**src/chsl_pkg.sv**
```systemverilog
// ----------------------------------------------------------------------------
// chsl_pkg: shared types and constants of the channel hop signal logger
// Request and result layouts, configuration layout, register map, resets.
// ----------------------------------------------------------------------------
package chsl_pkg;

  localparam int unsigned CHANNELS_DEF = 16;
  localparam int unsigned MASK_W       = 16;
  localparam int unsigned PADDR_W      = 5;
  localparam int unsigned PDATA_W      = 32;

  localparam logic [15:0]        MASK_RST     = 16'hFFFF;
  localparam logic signed [7:0]  THR_RST      = -8'sd75;
  localparam logic [15:0]        DWELL_RST    = 16'd1500;
  localparam logic [15:0]        COOLDOWN_RST = 16'd1500;
  localparam logic [15:0]        DEBOUNCE_RST = 16'd200;

  // Register index, taken from paddr[4:2]
  typedef enum logic [2:0] {
    REG_CHANNEL_MASK    = 3'd0,
    REG_LEVEL_THRESHOLD = 3'd1,
    REG_DWELL_MS        = 3'd2,
    REG_COOLDOWN_MS     = 3'd3,
    REG_DEBOUNCE_MS     = 3'd4
  } reg_idx_e;

  // Request kind
  localparam logic KIND_START  = 1'b0;
  localparam logic KIND_SAMPLE = 1'b1;

  typedef struct packed {
    logic [15:0]       channel_mask;
    logic signed [7:0] level_threshold;
    logic [15:0]       dwell_ms;
    logic [15:0]       cooldown_ms;
    logic [15:0]       debounce_ms;
  } cfg_t;

  typedef struct packed {
    logic              kind;
    logic [31:0]       now_ms;
    logic signed [7:0] level_dbm;
    logic              button_down;
  } req_t;

  typedef struct packed {
    logic              hit;
    logic [3:0]        hit_channel;
    logic signed [7:0] hit_level;
    logic [31:0]       hit_total;
    logic [3:0]        channel_now;
    logic              retune;
    logic              hopping;
    logic              none_selected;
  } res_t;

endpackage

```
**src/channel_hop_signal_logger.sv**
```systemverilog
// ----------------------------------------------------------------------------
// channel_hop_signal_logger: scan session control with per-channel hit log
// Pipeline: an accepted request is held in the processing stage (a_req_q),
//   then its result in the result register (out_res_q). Throughput: one
//   request per cycle, held only by a stalled full output; the per-channel
//   read-modify-write of the last-hit table sets the single processing stage.
// Reset: asynchronous, active low; the last-hit table is all zero at once
//   through per-channel valid bits, no clearing pass.
// ----------------------------------------------------------------------------
module channel_hop_signal_logger #(
  parameter int unsigned CHANNELS = chsl_pkg::CHANNELS_DEF
) (
  input  logic                         clk_i,
  input  logic                         rst_ni,
  // request channel
  input  logic                         in_valid_i,
  output logic                         in_stall_o,
  input  chsl_pkg::req_t               in_req_i,
  // result channel
  output logic                         out_valid_o,
  input  logic                         out_stall_i,
  output chsl_pkg::res_t               out_res_o,
  // configuration
  input  logic                         psel,
  input  logic                         penable,
  input  logic                         pwrite,
  input  logic [chsl_pkg::PADDR_W-1:0] paddr,
  input  logic [chsl_pkg::PDATA_W-1:0] pwdata,
  output logic [chsl_pkg::PDATA_W-1:0] prdata,
  output logic                         pready
);

  localparam int unsigned TW = $clog2(CHANNELS);

  // --------------------------------------------------------------------------
  // Configuration
  // --------------------------------------------------------------------------
  chsl_pkg::cfg_t cfg;

  chsl_cfg u_cfg (
    .clk_i   (clk_i),
    .rst_ni  (rst_ni),
    .psel    (psel),
    .penable (penable),
    .pwrite  (pwrite),
    .paddr   (paddr),
    .pwdata  (pwdata),
    .prdata  (prdata),
    .pready  (pready),
    .cfg_o   (cfg)
  );

  // Channels past the mask width never take part
  logic [CHANNELS-1:0] sel;
  for (genvar g = 0; g < CHANNELS; g++) begin : g_sel
    if (g < chsl_pkg::MASK_W) begin : g_in
      assign sel[g] = cfg.channel_mask[g];
    end else begin : g_out
      assign sel[g] = 1'b0;
    end
  end

  // --------------------------------------------------------------------------
  // Session state
  // --------------------------------------------------------------------------
  logic [TW-1:0]       tuned_q,   tuned_d;
  logic                hop_q,     hop_d;
  logic                latch_q,   latch_d;
  logic [31:0]         tog_q,     tog_d;
  logic [31:0]         lhop_q,    lhop_d;
  logic [31:0]         cnt_q,     cnt_d;
  logic [CHANNELS-1:0] hv_q,      hv_d;     // last-hit entry written since start

  // Processing stage: request plus the table read issued at its acceptance
  logic                a_valid_q, a_valid_d;
  chsl_pkg::req_t      a_req_q;
  logic                byp_q,     byp_d;    // entry written as this read went out
  logic [31:0]         byp_time_q;
  logic                rd_hv_q,   rd_hv_d;

  logic                out_valid_q, out_valid_d;
  chsl_pkg::res_t      out_res_q,   out_res_d;

  logic                in_acc;
  logic                a_fire;
  logic [TW-1:0]       rd_addr;
  logic [31:0]         ram_rdata;
  logic                ram_we;

  assign a_fire     = a_valid_q && (!out_valid_q || !out_stall_i);
  assign in_stall_o = a_valid_q && !a_fire;
  assign in_acc     = in_valid_i && !in_stall_o;

  // --------------------------------------------------------------------------
  // Channel selection for the request in the stage
  // --------------------------------------------------------------------------
  logic          any_sel;
  logic [TW-1:0] first_ch;
  logic [TW-1:0] next_ch;

  chsl_hop #(.CHANNELS(CHANNELS)) u_hop (
    .sel_i   (sel),
    .cur_i   (tuned_q),
    .any_o   (any_sel),
    .first_o (first_ch),
    .next_o  (next_ch)
  );

  // --------------------------------------------------------------------------
  // Evaluate the request in the stage
  // --------------------------------------------------------------------------
  logic        is_start;
  logic [31:0] now;
  logic [31:0] last_hit;
  logic        hit_c;
  logic        hop_go;
  logic        move;
  logic [TW-1:0] tuned_n;
  logic        hop_n;

  assign is_start = (a_req_q.kind == chsl_pkg::KIND_START);
  assign now      = a_req_q.now_ms;
  // Forwarded write wins; an entry unwritten since start reads as zero
  assign last_hit = byp_q ? byp_time_q : (rd_hv_q ? ram_rdata : 32'd0);

  always_comb begin
    hop_n   = hop_q;
    latch_d = latch_q;
    tog_d   = tog_q;
    if (is_start) begin
      hop_n   = 1'b1;
      latch_d = 1'b1;
    end else if (latch_q) begin
      // wait for release
      if (!a_req_q.button_down) begin
        latch_d = 1'b0;
      end
    end else if (a_req_q.button_down &&
                 ((now - tog_q) > {16'd0, cfg.debounce_ms})) begin
      hop_n   = !hop_q;
      tog_d   = now;
      latch_d = 1'b1;
    end
  end

  assign hit_c  = !is_start && any_sel &&
                  ($signed(a_req_q.level_dbm) > $signed(cfg.level_threshold)) &&
                  ((now - last_hit) >= {16'd0, cfg.cooldown_ms});
  assign hop_go = !is_start && any_sel && hop_n &&
                  ((now - lhop_q) >= {16'd0, cfg.dwell_ms});
  assign move   = hop_go && (next_ch != tuned_q);
  assign tuned_n = is_start ? first_ch : (move ? next_ch : tuned_q);

  always_comb begin
    tuned_d = tuned_q;
    hop_d   = hop_q;
    lhop_d  = lhop_q;
    cnt_d   = cnt_q;
    hv_d    = hv_q;
    if (a_fire) begin
      tuned_d = tuned_n;
      hop_d   = hop_n;
      if (is_start || hop_go) begin
        lhop_d = now;
      end
      if (is_start) begin
        cnt_d = 32'd0;
        hv_d  = '0;
      end else if (hit_c) begin
        cnt_d          = cnt_q + 32'd1;
        hv_d[tuned_q]  = 1'b1;
      end
    end
  end

  // --------------------------------------------------------------------------
  // Last-hit table: read at acceptance, written when the stage fires
  // --------------------------------------------------------------------------
  assign ram_we  = a_fire && hit_c;
  assign rd_addr = tuned_d;   // channel left by the request ahead, if any

  chsl_ram #(.WIDTH(32), .DEPTH(CHANNELS)) u_ram (
    .clk_i   (clk_i),
    .we_i    (ram_we),
    .waddr_i (tuned_q),
    .wdata_i (now),
    .re_i    (in_acc),
    .raddr_i (rd_addr),
    .rdata_o (ram_rdata)
  );

  always_comb begin
    a_valid_d = a_valid_q;
    byp_d     = byp_q;
    rd_hv_d   = rd_hv_q;
    if (in_acc) begin
      a_valid_d = 1'b1;
      byp_d     = ram_we && (tuned_q == rd_addr);
      rd_hv_d   = hv_d[rd_addr];
    end else if (a_fire) begin
      a_valid_d = 1'b0;
    end
  end

  // --------------------------------------------------------------------------
  // Result register
  // --------------------------------------------------------------------------
  always_comb begin
    out_res_d.hit           = hit_c;
    out_res_d.hit_channel   = hit_c ? 4'(tuned_q) : 4'd0;
    out_res_d.hit_level     = hit_c ? a_req_q.level_dbm : 8'sd0;
    out_res_d.hit_total     = cnt_d;
    out_res_d.channel_now   = 4'(tuned_n);
    out_res_d.retune        = is_start || move;
    out_res_d.hopping       = hop_n;
    out_res_d.none_selected = !is_start && !any_sel;
  end

  always_comb begin
    out_valid_d = out_valid_q;
    if (a_fire) begin
      out_valid_d = 1'b1;
    end else if (!out_stall_i) begin
      out_valid_d = 1'b0;
    end
  end

  // --------------------------------------------------------------------------
  // Registers
  // --------------------------------------------------------------------------
  always_ff @(posedge clk_i or negedge rst_ni) begin
    if (!rst_ni) begin
      tuned_q     <= '0;
      hop_q       <= 1'b1;
      latch_q     <= 1'b1;
      tog_q       <= 32'd0;
      lhop_q      <= 32'd0;
      cnt_q       <= 32'd0;
      hv_q        <= '0;
      a_valid_q   <= 1'b0;
      byp_q       <= 1'b0;
      rd_hv_q     <= 1'b0;
      out_valid_q <= 1'b0;
    end else begin
      tuned_q     <= tuned_d;
      hop_q       <= hop_d;
      if (a_fire) begin
        latch_q   <= latch_d;
        tog_q     <= tog_d;
      end
      lhop_q      <= lhop_d;
      cnt_q       <= cnt_d;
      hv_q        <= hv_d;
      a_valid_q   <= a_valid_d;
      byp_q       <= byp_d;
      rd_hv_q     <= rd_hv_d;
      out_valid_q <= out_valid_d;
    end
  end

  // Payload: hold unless loaded
  always_ff @(posedge clk_i) begin
    if (in_acc) begin
      a_req_q    <= in_req_i;
      byp_time_q <= now;
    end
    if (a_fire) begin
      out_res_q  <= out_res_d;
    end
  end

  assign out_valid_o = out_valid_q;
  assign out_res_o   = out_res_q;

endmodule

```
**src/chsl_ram.sv**
```systemverilog
// ----------------------------------------------------------------------------
// chsl_ram: generic single-write, single-read RAM
// One write port, one read port with registered read data.
// ----------------------------------------------------------------------------
module chsl_ram #(
  parameter int unsigned WIDTH = 32,
  parameter int unsigned DEPTH = 16
) (
  input  logic                     clk_i,
  input  logic                     we_i,
  input  logic [$clog2(DEPTH)-1:0] waddr_i,
  input  logic [WIDTH-1:0]         wdata_i,
  input  logic                     re_i,
  input  logic [$clog2(DEPTH)-1:0] raddr_i,
  output logic [WIDTH-1:0]         rdata_o
);

  logic [WIDTH-1:0] mem_q [DEPTH];
  logic [WIDTH-1:0] rdata_q;

  always_ff @(posedge clk_i) begin
    if (we_i) begin
      mem_q[waddr_i] <= wdata_i;
    end
    if (re_i) begin
      rdata_q <= mem_q[raddr_i];
    end
  end

  assign rdata_o = rdata_q;

endmodule

```
**src/chsl_cfg.sv**
```systemverilog
// ----------------------------------------------------------------------------
// chsl_cfg: configuration register file behind the APB-style port
// Five registers at word addresses; writes beyond the map are dropped.
// ----------------------------------------------------------------------------
module chsl_cfg (
  input  logic                                clk_i,
  input  logic                                rst_ni,
  input  logic                                psel,
  input  logic                                penable,
  input  logic                                pwrite,
  input  logic [chsl_pkg::PADDR_W-1:0]        paddr,
  input  logic [chsl_pkg::PDATA_W-1:0]        pwdata,
  output logic [chsl_pkg::PDATA_W-1:0]        prdata,
  output logic                                pready,
  output chsl_pkg::cfg_t                      cfg_o
);

  chsl_pkg::cfg_t     cfg_q;
  chsl_pkg::reg_idx_e idx;
  logic               wr_en;

  assign idx    = chsl_pkg::reg_idx_e'(paddr[chsl_pkg::PADDR_W-1:2]);
  assign wr_en  = psel && penable && pwrite;
  assign pready = 1'b1;

  always_ff @(posedge clk_i or negedge rst_ni) begin
    if (!rst_ni) begin
      cfg_q.channel_mask    <= chsl_pkg::MASK_RST;
      cfg_q.level_threshold <= chsl_pkg::THR_RST;
      cfg_q.dwell_ms        <= chsl_pkg::DWELL_RST;
      cfg_q.cooldown_ms     <= chsl_pkg::COOLDOWN_RST;
      cfg_q.debounce_ms     <= chsl_pkg::DEBOUNCE_RST;
    end else if (wr_en) begin
      case (idx)
        chsl_pkg::REG_CHANNEL_MASK:    cfg_q.channel_mask    <= pwdata[15:0];
        chsl_pkg::REG_LEVEL_THRESHOLD: cfg_q.level_threshold <= $signed(pwdata[7:0]);
        chsl_pkg::REG_DWELL_MS:        cfg_q.dwell_ms        <= pwdata[15:0];
        chsl_pkg::REG_COOLDOWN_MS:     cfg_q.cooldown_ms     <= pwdata[15:0];
        chsl_pkg::REG_DEBOUNCE_MS:     cfg_q.debounce_ms     <= pwdata[15:0];
        default: ;
      endcase
    end
  end

  always_comb begin
    case (idx)
      chsl_pkg::REG_CHANNEL_MASK:    prdata = {16'd0, cfg_q.channel_mask};
      chsl_pkg::REG_LEVEL_THRESHOLD: prdata = {{24{cfg_q.level_threshold[7]}},
                                               cfg_q.level_threshold};
      chsl_pkg::REG_DWELL_MS:        prdata = {16'd0, cfg_q.dwell_ms};
      chsl_pkg::REG_COOLDOWN_MS:     prdata = {16'd0, cfg_q.cooldown_ms};
      chsl_pkg::REG_DEBOUNCE_MS:     prdata = {16'd0, cfg_q.debounce_ms};
      default:                       prdata = '0;
    endcase
  end

  assign cfg_o = cfg_q;

endmodule

```
**src/chsl_hop.sv**
```systemverilog
// ----------------------------------------------------------------------------
// chsl_hop: channel selection logic
// Lowest selected channel, and next selected channel above the current one
// with wrap-around.
// ----------------------------------------------------------------------------
module chsl_hop #(
  parameter int unsigned CHANNELS = chsl_pkg::CHANNELS_DEF
) (
  input  logic [CHANNELS-1:0]         sel_i,
  input  logic [$clog2(CHANNELS)-1:0] cur_i,
  output logic                        any_o,
  output logic [$clog2(CHANNELS)-1:0] first_o,
  output logic [$clog2(CHANNELS)-1:0] next_o
);

  localparam int unsigned TW = $clog2(CHANNELS);

  function automatic logic [TW-1:0] lowest(input logic [CHANNELS-1:0] v);
    logic [TW-1:0] idx;
    idx = '0;
    for (int i = CHANNELS - 1; i >= 0; i--) begin
      if (v[i]) begin
        idx = TW'(i);
      end
    end
    return idx;
  endfunction

  logic [CHANNELS-1:0] above;
  logic [CHANNELS-1:0] sel_above;

  for (genvar g = 0; g < CHANNELS; g++) begin : g_above
    assign above[g] = (TW'(g) > cur_i);
  end

  assign sel_above = sel_i & above;
  assign any_o     = |sel_i;
  assign first_o   = lowest(sel_i);
  // Wrap to the lowest selected channel when none lies above
  assign next_o    = (|sel_above) ? lowest(sel_above) : lowest(sel_i);

endmodule

```
**config.mk**
```make
export PLATFORM = sky130hd
export DESIGN_NAME = channel_hop_signal_logger
export DESIGN_NICKNAME = d
export VERILOG_FILES = /design/src/chsl_pkg.sv /design/src/channel_hop_signal_logger.sv /design/src/chsl_ram.sv /design/src/chsl_cfg.sv /design/src/chsl_hop.sv
export SDC_FILE = /design/constraint.sdc
export NUM_CORES = 1
export LEC_CHECK = 0
export ABC_AREA = 0
export ABC_CLOCK_PERIOD_IN_PS = 15300
export BUFFER_PORTS_ARGS = -buffer_cell sky130_fd_sc_hd__buf_2
export CAP_MARGIN = 30
export CORE_MARGIN = 4
export CORE_UTILIZATION = 60
export DETAILED_ROUTE_END_ITERATION = 8
export PLACE_DENSITY = 0.78
export SYNTH_ARGS = -nofsm -noshare
export SYNTH_HDL_FRONTEND = slang
export SYNTH_SLANG_ARGS = --single-unit
export TNS_END_PERCENT = 20
```
**constraint.sdc**
```tcl
create_clock -name clk_i -period 15.3 [get_ports clk_i]
set_input_delay 1.53 -clock clk_i [delete_from_list [all_inputs] [get_ports clk_i]]
set_output_delay 1.53 -clock clk_i [all_outputs]
set_load 0.005 [all_outputs]
```
==> results of run 1 <==
==> cell families after synthesis <==
group           count (synthesis)
simple gates                  757
buf+inv                       342
compound gates                719
flops                         864
fa+ha+maj                     153
xor+xnor                       97
mux                           439
other cells                     1
==> cells in the mapped netlist (all sizes together), types with 26 or more instances <==
| cell type | instances | area share [%] |
|---|---|---|
| edfxtp | 670 | 47 |
| mux2i | 314 | 7.5 |
| nand2 | 278 | 2.5 |
| nor2 | 190 | 1.7 |
| o21ai | 182 | 2.2 |
| inv | 157 | 1.4 |
| dfrtp | 154 | 9.1 |
| ha | 150 | 4.4 |
| a21oi | 127 | 1.5 |
| mux2 | 123 | 3.4 |
| clkbuf | 114 | 1.0 |
| o211ai | 88 | 1.8 |
| buf | 67 | 1.2 |
| nand3 | 67 | 0.79 |
| a22oi | 57 | 1.0 |
| xor2 | 49 | 1.0 |
| xnor2 | 48 | 0.99 |
| o2111ai | 45 | 0.93 |
| dfstp | 40 | 2.5 |
| a21o | 37 | 0.65 |
| nand4 | 35 | 0.52 |
| and3 | 29 | 0.43 |
| and2 | 27 | 0.40 |
| nor2b | 27 | 0.40 |
| nor3 | 26 | 0.32 |
| o21a | 26 | 0.46 |
==> cell type report <==
| cell class | instances | area [um^2] | share of cell area, % |
|---|---|---|---|
| sequential | 864 | 25000 | 52.9 |
| multi-input combinational | 2166 | 16100 | 34.0 |
| clock buffer | 110 | 2390 | 5.06 |
| timing repair buffer | 229 | 1450 | 3.07 |
| tap | 940 | 1180 | 2.49 |
| inverter | 161 | 622 | 1.31 |
| clock inverter | 50 | 564 | 1.19 |
==> worst max-delay path, delay by kind of cell, from the launching register on <==
| family | cells | cell delay, ps |
|---|---|---|
| DFF | 1 | 320 |
| adders and majority gates | 3 | 990 |
| AOI/OAI and AO/OA | 10 | 2550 |
| buffers and inverters | 5 | 1840 |
| and+or+nand+nor | 6 | 1060 |
| muxes | 3 | 1210 |
| xor gates and xnor gates | 1 | 170 |
==> registers in the layout, indices dropped and copies added (netlist names), 10 cells and up <==
name and count:
lhop_q 32, byp_time_q 32, u_ram.rdata_o 32, u_cfg.cfg_o 72, hv_q 16, u_ram.mem_q 512
out_res_o 52, tog_q 32, now 32, a_req_q 10, cnt_q 32
==> cell usage in the layout (no fill, tap or decap), types with 14 or more instances in the layout <==
master	n
nand2b_1	16
buf_4	70
clkinv_2	17
nand4_1	35
o22ai_1	22
nor2b_1	26
a22oi_1	56
xor2_1	49
a21oi_1	125
o31ai_1	16
and4_1	14
dfrtp_1	154
o211ai_1	70
inv_1	152
nand3_1	67
clkbuf_16	90
mux2_2	103
nor3_1	25
nor2_4	17
buf_2	152
a21o_1	37
nor2_1	172
mux2i_1	311
o2111ai_1	45
xnor2_1	48
o21ai_1	16
o211ai_2	18
clkinv_1	17
o21a_1	26
and3_1	28
a211oi_1	23
o21ai_0	164
dfstp_2	40
mux2_4	17
nand2_1	277
a31oi_1	14
ha_1	150
and2_1	27
edfxtp_1	670
==> report_power, final <==
part | leakage [nW] | internal (mW) | switching (mW) | total, mW
sequential | 8.52 | 2.80 | 0.149 | 2.95
combinational | 8.25 | 1.23 | 1.86 | 3.09
clock | 1.43 | 1.25 | 0.911 | 2.16
==> per-layer routing <==
layer  vias up  part of all wire (%)  routed length, um
met4         0                   3.6               3970
met3       214                   7.7               8380
met2      1195                    47              51700
met5         -                     0                  0
met1     14000                    41              45300
li1      12900                     -                  -
==> worst max-delay path by stage <==
stage | endpoint | startpoint | depth (start not counted)
after detailed placement | u_ram.rdata_o[28] | now[0] | 28
after global placement | u_ram.rdata_o[5] | now[0] | 28
after floorplan | rd_hv_q | byp_q | 29
after CTS | u_ram.rdata_o[5] | now[0] | 28
after global routing | u_ram.rdata_o[27] | now[0] | 29
final | u_ram.rdata_o[11] | now[0] | 28
==> metrics by stage <==
stage                     worst slack [ps]  hold WS, ps  instances  power (mW)
after CTS                             6380          485       4514        8.17
after global routing                  6010          504       4520        8.64
after detailed placement              6460          481       4354        6.00
after floorplan                       6920          447       3372        5.26
after global placement                6610          468       4353        5.90
final                                 6550          489       4520        8.20
==> summary.txt, run 1 <==
Yosys
  • Yosys cell types: 98
  • Post-Synth XOR/XNOR Area: 2.00%
  • Synth Net Count: 3,611
  • Post-synthesis register bit count: 864
  • Post-Syn Instances: 3,372
  • Post-synthesis mux area share: 11.0%
  • Avg Inst Size Synth: 12.6 um^2
  • Top_reg_cell synth: edfxtp_1
  • Main combinational cell family by area after synthesis: compound AO/OA/AOI/OAI gates
  • EDFF count, synth: 670
  • Compound-cell area share of the yosys netlist: 11.5%
  • Mapped cell area: 42,500 um^2
  • Simple-Gate Fraction of Synth Area: 8.40%
  • Synth Area in Adders: 4.56%
  • Seq/Total Area, Yosys: 58.9%
  • Synth warn: 0
  • Ys async rst share: 22.5%

Timing
  • Post-route minimum period: 8750 ps
  • Worst Tran Pin Value: 1020 ps
  • Fin crit share: 57.2%
  • Setup TNS: 0 ps
  • RSZ-0062 raised after global routing: no
  • Fmax: 114 MHz
  • Hold Vio Cnt, Final: 0
  • Worst slew margin relative to its limit: 32.1%
  • Fin. max-slew vios: 0
  • Final setup viols: 0
  • Clock skew: 35.4 ps

Global routing
  • Pin count of the biggest net entering global routing: 131
  • M1 GR Usage: 39.9%
  • Met2 usage: 46.9%
  • Total grt overflow: 0
  • First-pass GRT wire length: 165,000 um
  • Vias in the first global route: 27,900
  • Total GRT Usage: 28.8%
  • Busiest grt layer: met2
  • Met3 usage in global routing: 4.30%
  • Initial antenna violation count: 1

Run status
  • Status: finished clean

Placed design
  • Buffers on Ports: 153
  • Dpl cell area: 44,200 um^2
  • Detailed placement HPWL: 69,800 um
  • GP Congestion: 0.961

Clock network
  • Resized cells post-CTS: 0
  • Worst-path clk slew: 60 ps
  • Htree depth: 3
  • CTS root buf: clkbuf_16
  • Num CTS Buffers: 86
  • CTS tree: done
  • CTS Buffer Depth: 3
  • Hold_buf cts: 0
  • Worst-Skew Late Latency: 650 ps
  • Setup Fix Bufs, Post-CTS: 0
  • TritonCTS Sinks: 864

Worst setup path
  • Max stage delay cell, worst path: buf_4
  • Critical path fanouts, max: 130
  • R2r startpoint: now[0]
  • Startpoint Class: flip-flop
  • Worst path arrival time: 9100 ps
  • Worst Path Required: 15,650 ps
  • Max stage delay on crit path: 600 ps
  • CP Capture Type: flip-flop
  • Cell mode on critical path: a21oi_1
  • R2r endpoint: u_ram.rdata_o[11]
  • R2R cell count: 28
  • Flop-to-flop setup slack: 6550 ps
  • WS Path Type: reg2reg

Detailed routing
  • Routed len/inst: 24.2 um
  • Drt pass-1 iters: 6
  • WL final: 109,000 um
  • Routed via count: 28,400
  • First-iteration detailed-routing DRC count: 2,802
  • Drc violations: 0
  • Antenna Nets Post-Route: 0
  • Detail-routed via count per cell: 6.28

Run
  • Maxcap violations: 0

Floorplan
  • CORE AREA: 70,000 um^2
  • Initial Util: 60.6%
  • IO Count: 173
  • Die height: 274 um
  • Die area: 75,100 um^2
  • Standard-cell rows: 97
  • Die Wd: 274 um

Hold path
  • Hold Path End: latch_q
  • Worst hold stages: 2
  • Worst Min Path Start: latch_q
  • Hold Path Class: reg2reg

Finish
  • Area Growth Syn to Fin: 11.4%
  • Layout Nets: 3,747
  • # fillers: 4,908
  • Final Util: 67.5%
  • ANT cells: 0
  • Share of layout cells above drive strength 1: 16.7%
  • Post-route cell area: 47,300 um^2

Pwr
  • VDD IR-drop max: 0.000134 V
  • Cell Pwr Density: 173 nW/um^2
  • Pleak: 18.2 nW
Note: power is estimated with default switching activity, not from simulation.
==> run 2: changes to the inputs <==
ABC_CLOCK_PERIOD_IN_PS = 8600   (was 15300)
clock period = 8.6 ns   (was 15.3 ns; I/O delays follow)
==> summary.txt, run 2 (synthesis results as in run 1) <==
Timing
  • Worst Tran Pin Value: 982 ps
  • Post-route minimum period: 7650 ps
  • RSZ-0062 raised after global routing: no
  • Final setup viols: 0
  • PnR worst setup slack: 951 ps
  • Clock skew: 32.5 ps
  • Setup TNS: 0 ps
  • Fmax: 131 MHz
  • Hold Vio Cnt, Final: 0
  • Fin crit share: 88.9%
  • Worst slew margin relative to its limit: 32.8%
  • Fin Hold WS: 42.0 ps
  • Fin. max-slew vios: 0

Hold path
  • Hold Path Class: in2async

Floorplan
  • Die height: 274 um
  • Die Wd: 274 um
  • Initial Util: 60.6%
  • IO Count: 173
  • Standard-cell rows: 97
  • CORE AREA: 70,000 um^2
  • Die area: 75,100 um^2

Finish
  • Max reg flops: 512
  • Share of layout cells above drive strength 1: 16.8%
  • Biggest register: u_ram.mem_q
  • Final Util: 67.7%
  • Layout Nets: 3,763
  • Most common cell after layout, fill and taps aside: edfxtp_1
  • Commonest non-fill, non-tap cells in the layout: edfxtp_1 (670), mux2i_1 (311), nand2_1 (277)
  • Finished Layout Cells: 4,535
  • Area Growth Syn to Fin: 11.6%

Detailed routing
  • Routed len/inst: 25.6 um
  • Drc violations: 0
  • WL final: 116,000 um
  • Detail-routed via count per cell: 6.36
  • Antenna Nets Post-Route: 0
  • First-iteration detailed-routing DRC count: 2,961
  • Routed via count: 28,800
  • Drt pass-1 iters: 8

Run
  • Maxcap violations: 0

Clock network
  • CTS Buffer Depth: 3
  • Resized cells post-CTS: 0
  • CTS root buf: clkbuf_16
  • Setup Fix Bufs, Post-CTS: 0
  • TritonCTS Sinks: 864
  • Worst-path clk slew: 60 ps
  • Hold_buf cts: 0
  • Worst-Skew Late Latency: 670 ps
  • Num CTS Buffers: 88
  • CTS tree: done
  • Htree depth: 3

Pwr
  • Cell Pwr Density: 310 nW/um^2
  • Pleak: 18.2 nW
  • Reg power frac: 35.9%
  • Power Internal: 9.37 mW
  • Clock share of power: 26.1%
  • Net Sw Frac: 36.2%
  • VDD IR-drop max: 0.000276 V
  • P_sw: 5.31 mW
  • Comb pwr share: 37.9%

Worst setup path
  • Worst path arrival time: 7930 ps
  • WS Path Type: reg2reg
  • Worst Path Required: 8880 ps
  • Crit path launch: rd_hv_q
  • CP Capture Type: flip-flop
  • Startpoint Class: flip-flop
  • Critical path fanouts, max: 33
  • R2r startpoint: rd_hv_q
  • Flop-to-flop setup slack: 950 ps

Global routing
  • Total GRT Usage: 30.4%
  • Vias in the first global route: 28,200
  • Initial antenna violation count: 4
  • Total grt overflow: 0
  • Pin count of the biggest net entering global routing: 115
  • First-pass GRT wire length: 172,000 um

Run status
  • Status: finished clean

Placed design
  • Placed insts: 4,372
  • GP Congestion: 0.952
  • Detailed placement HPWL: 74,800 um
  • DP Worst Slack: 1010 ps
  • Buffers on Ports: 153
## run 2: changes by cell type in the layout (fill, tap and decap cells not counted), sizes merged
cell,before,now
diode,0,1
clkinvlp,6,4
buf,228,242
clkbuf,111,119
inv,157,159
clkinv,40,34
bufinv,8,6
## run 2: worst paths after layout
check                                     end  cells after the start
max                        u_ram.mem_q[4][28]                     27
min                                 tog_q[10]                      1
max reg2reg                u_ram.mem_q[4][28]                     27
min reg2reg                           latch_q                      2
max in group asynchronous     u_cfg.cfg_o[42]                      3
min in group clk_i                a_req_q[41]                      1
## run 2: critical path: stages (launching register included)
cell and delay, ps:
dfrtp_1 550, nor2b_2 420, a22o_1 190, ha_1 160, inv_1 50, fa_1 410
a21o_1 190, a22oi_1 220, nor2b_1 250, o21bai_1 80, a21oi_1 220, o21bai_1 90
a21oi_1 180, xnor2_1 90, ha_1 340, nand4_1 130, nor3_1 190, o31ai_1 120
a211oi_1 360, a211oi_1 90, nor4b_1 170, and4_1 180, o2111ai_1 110, o21ai_1 220
nor2_1 780, nand3_1 550, nor2_4 190, buf_4 650
## run 2: final cells by class
class | instances | area, um^2
clock buffer | 118 | 2440
inverter | 161 | 622
multi-input combinational | 2166 | 16100
antenna | 1 | 2.50
fill | 4991 | 22700
tap | 940 | 1180
clock inverter | 42 | 459
sequential | 864 | 25000
timing repair buffer | 243 | 1590
## run 2: routing by layer
layer	global-route usage [%]	wire (um)	up-vias
li1	-	-	13000
met4	9.32	3610	2
met2	48.6	54200	1277
met3	5.39	9590	237
met5	0	10	-
met1	43.2	48500	14400
## run 2: metrics by stage
step | cell area (um^2) | power [mW]
floorplan | 42500 | 9.36
global placement | 44400 | 10.6
detailed placement | 44400 | 10.8
CTS | 47300 | 14.7
global route | 47400 | 15.4
finish | 47400 | 14.7
## run 2: power groups by stage
stage	Combinational [mW]	Clock, mW	Sequential (mW)
2_1_floorplan	4.15	0	5.21
3_3_place_gp	5.31	0	5.33
3_5_place_dp	5.45	0	5.34
4_1_cts	5.51	3.88	5.26
5_1_grt	6.05	4.04	5.30
6_report	5.57	3.83	5.27
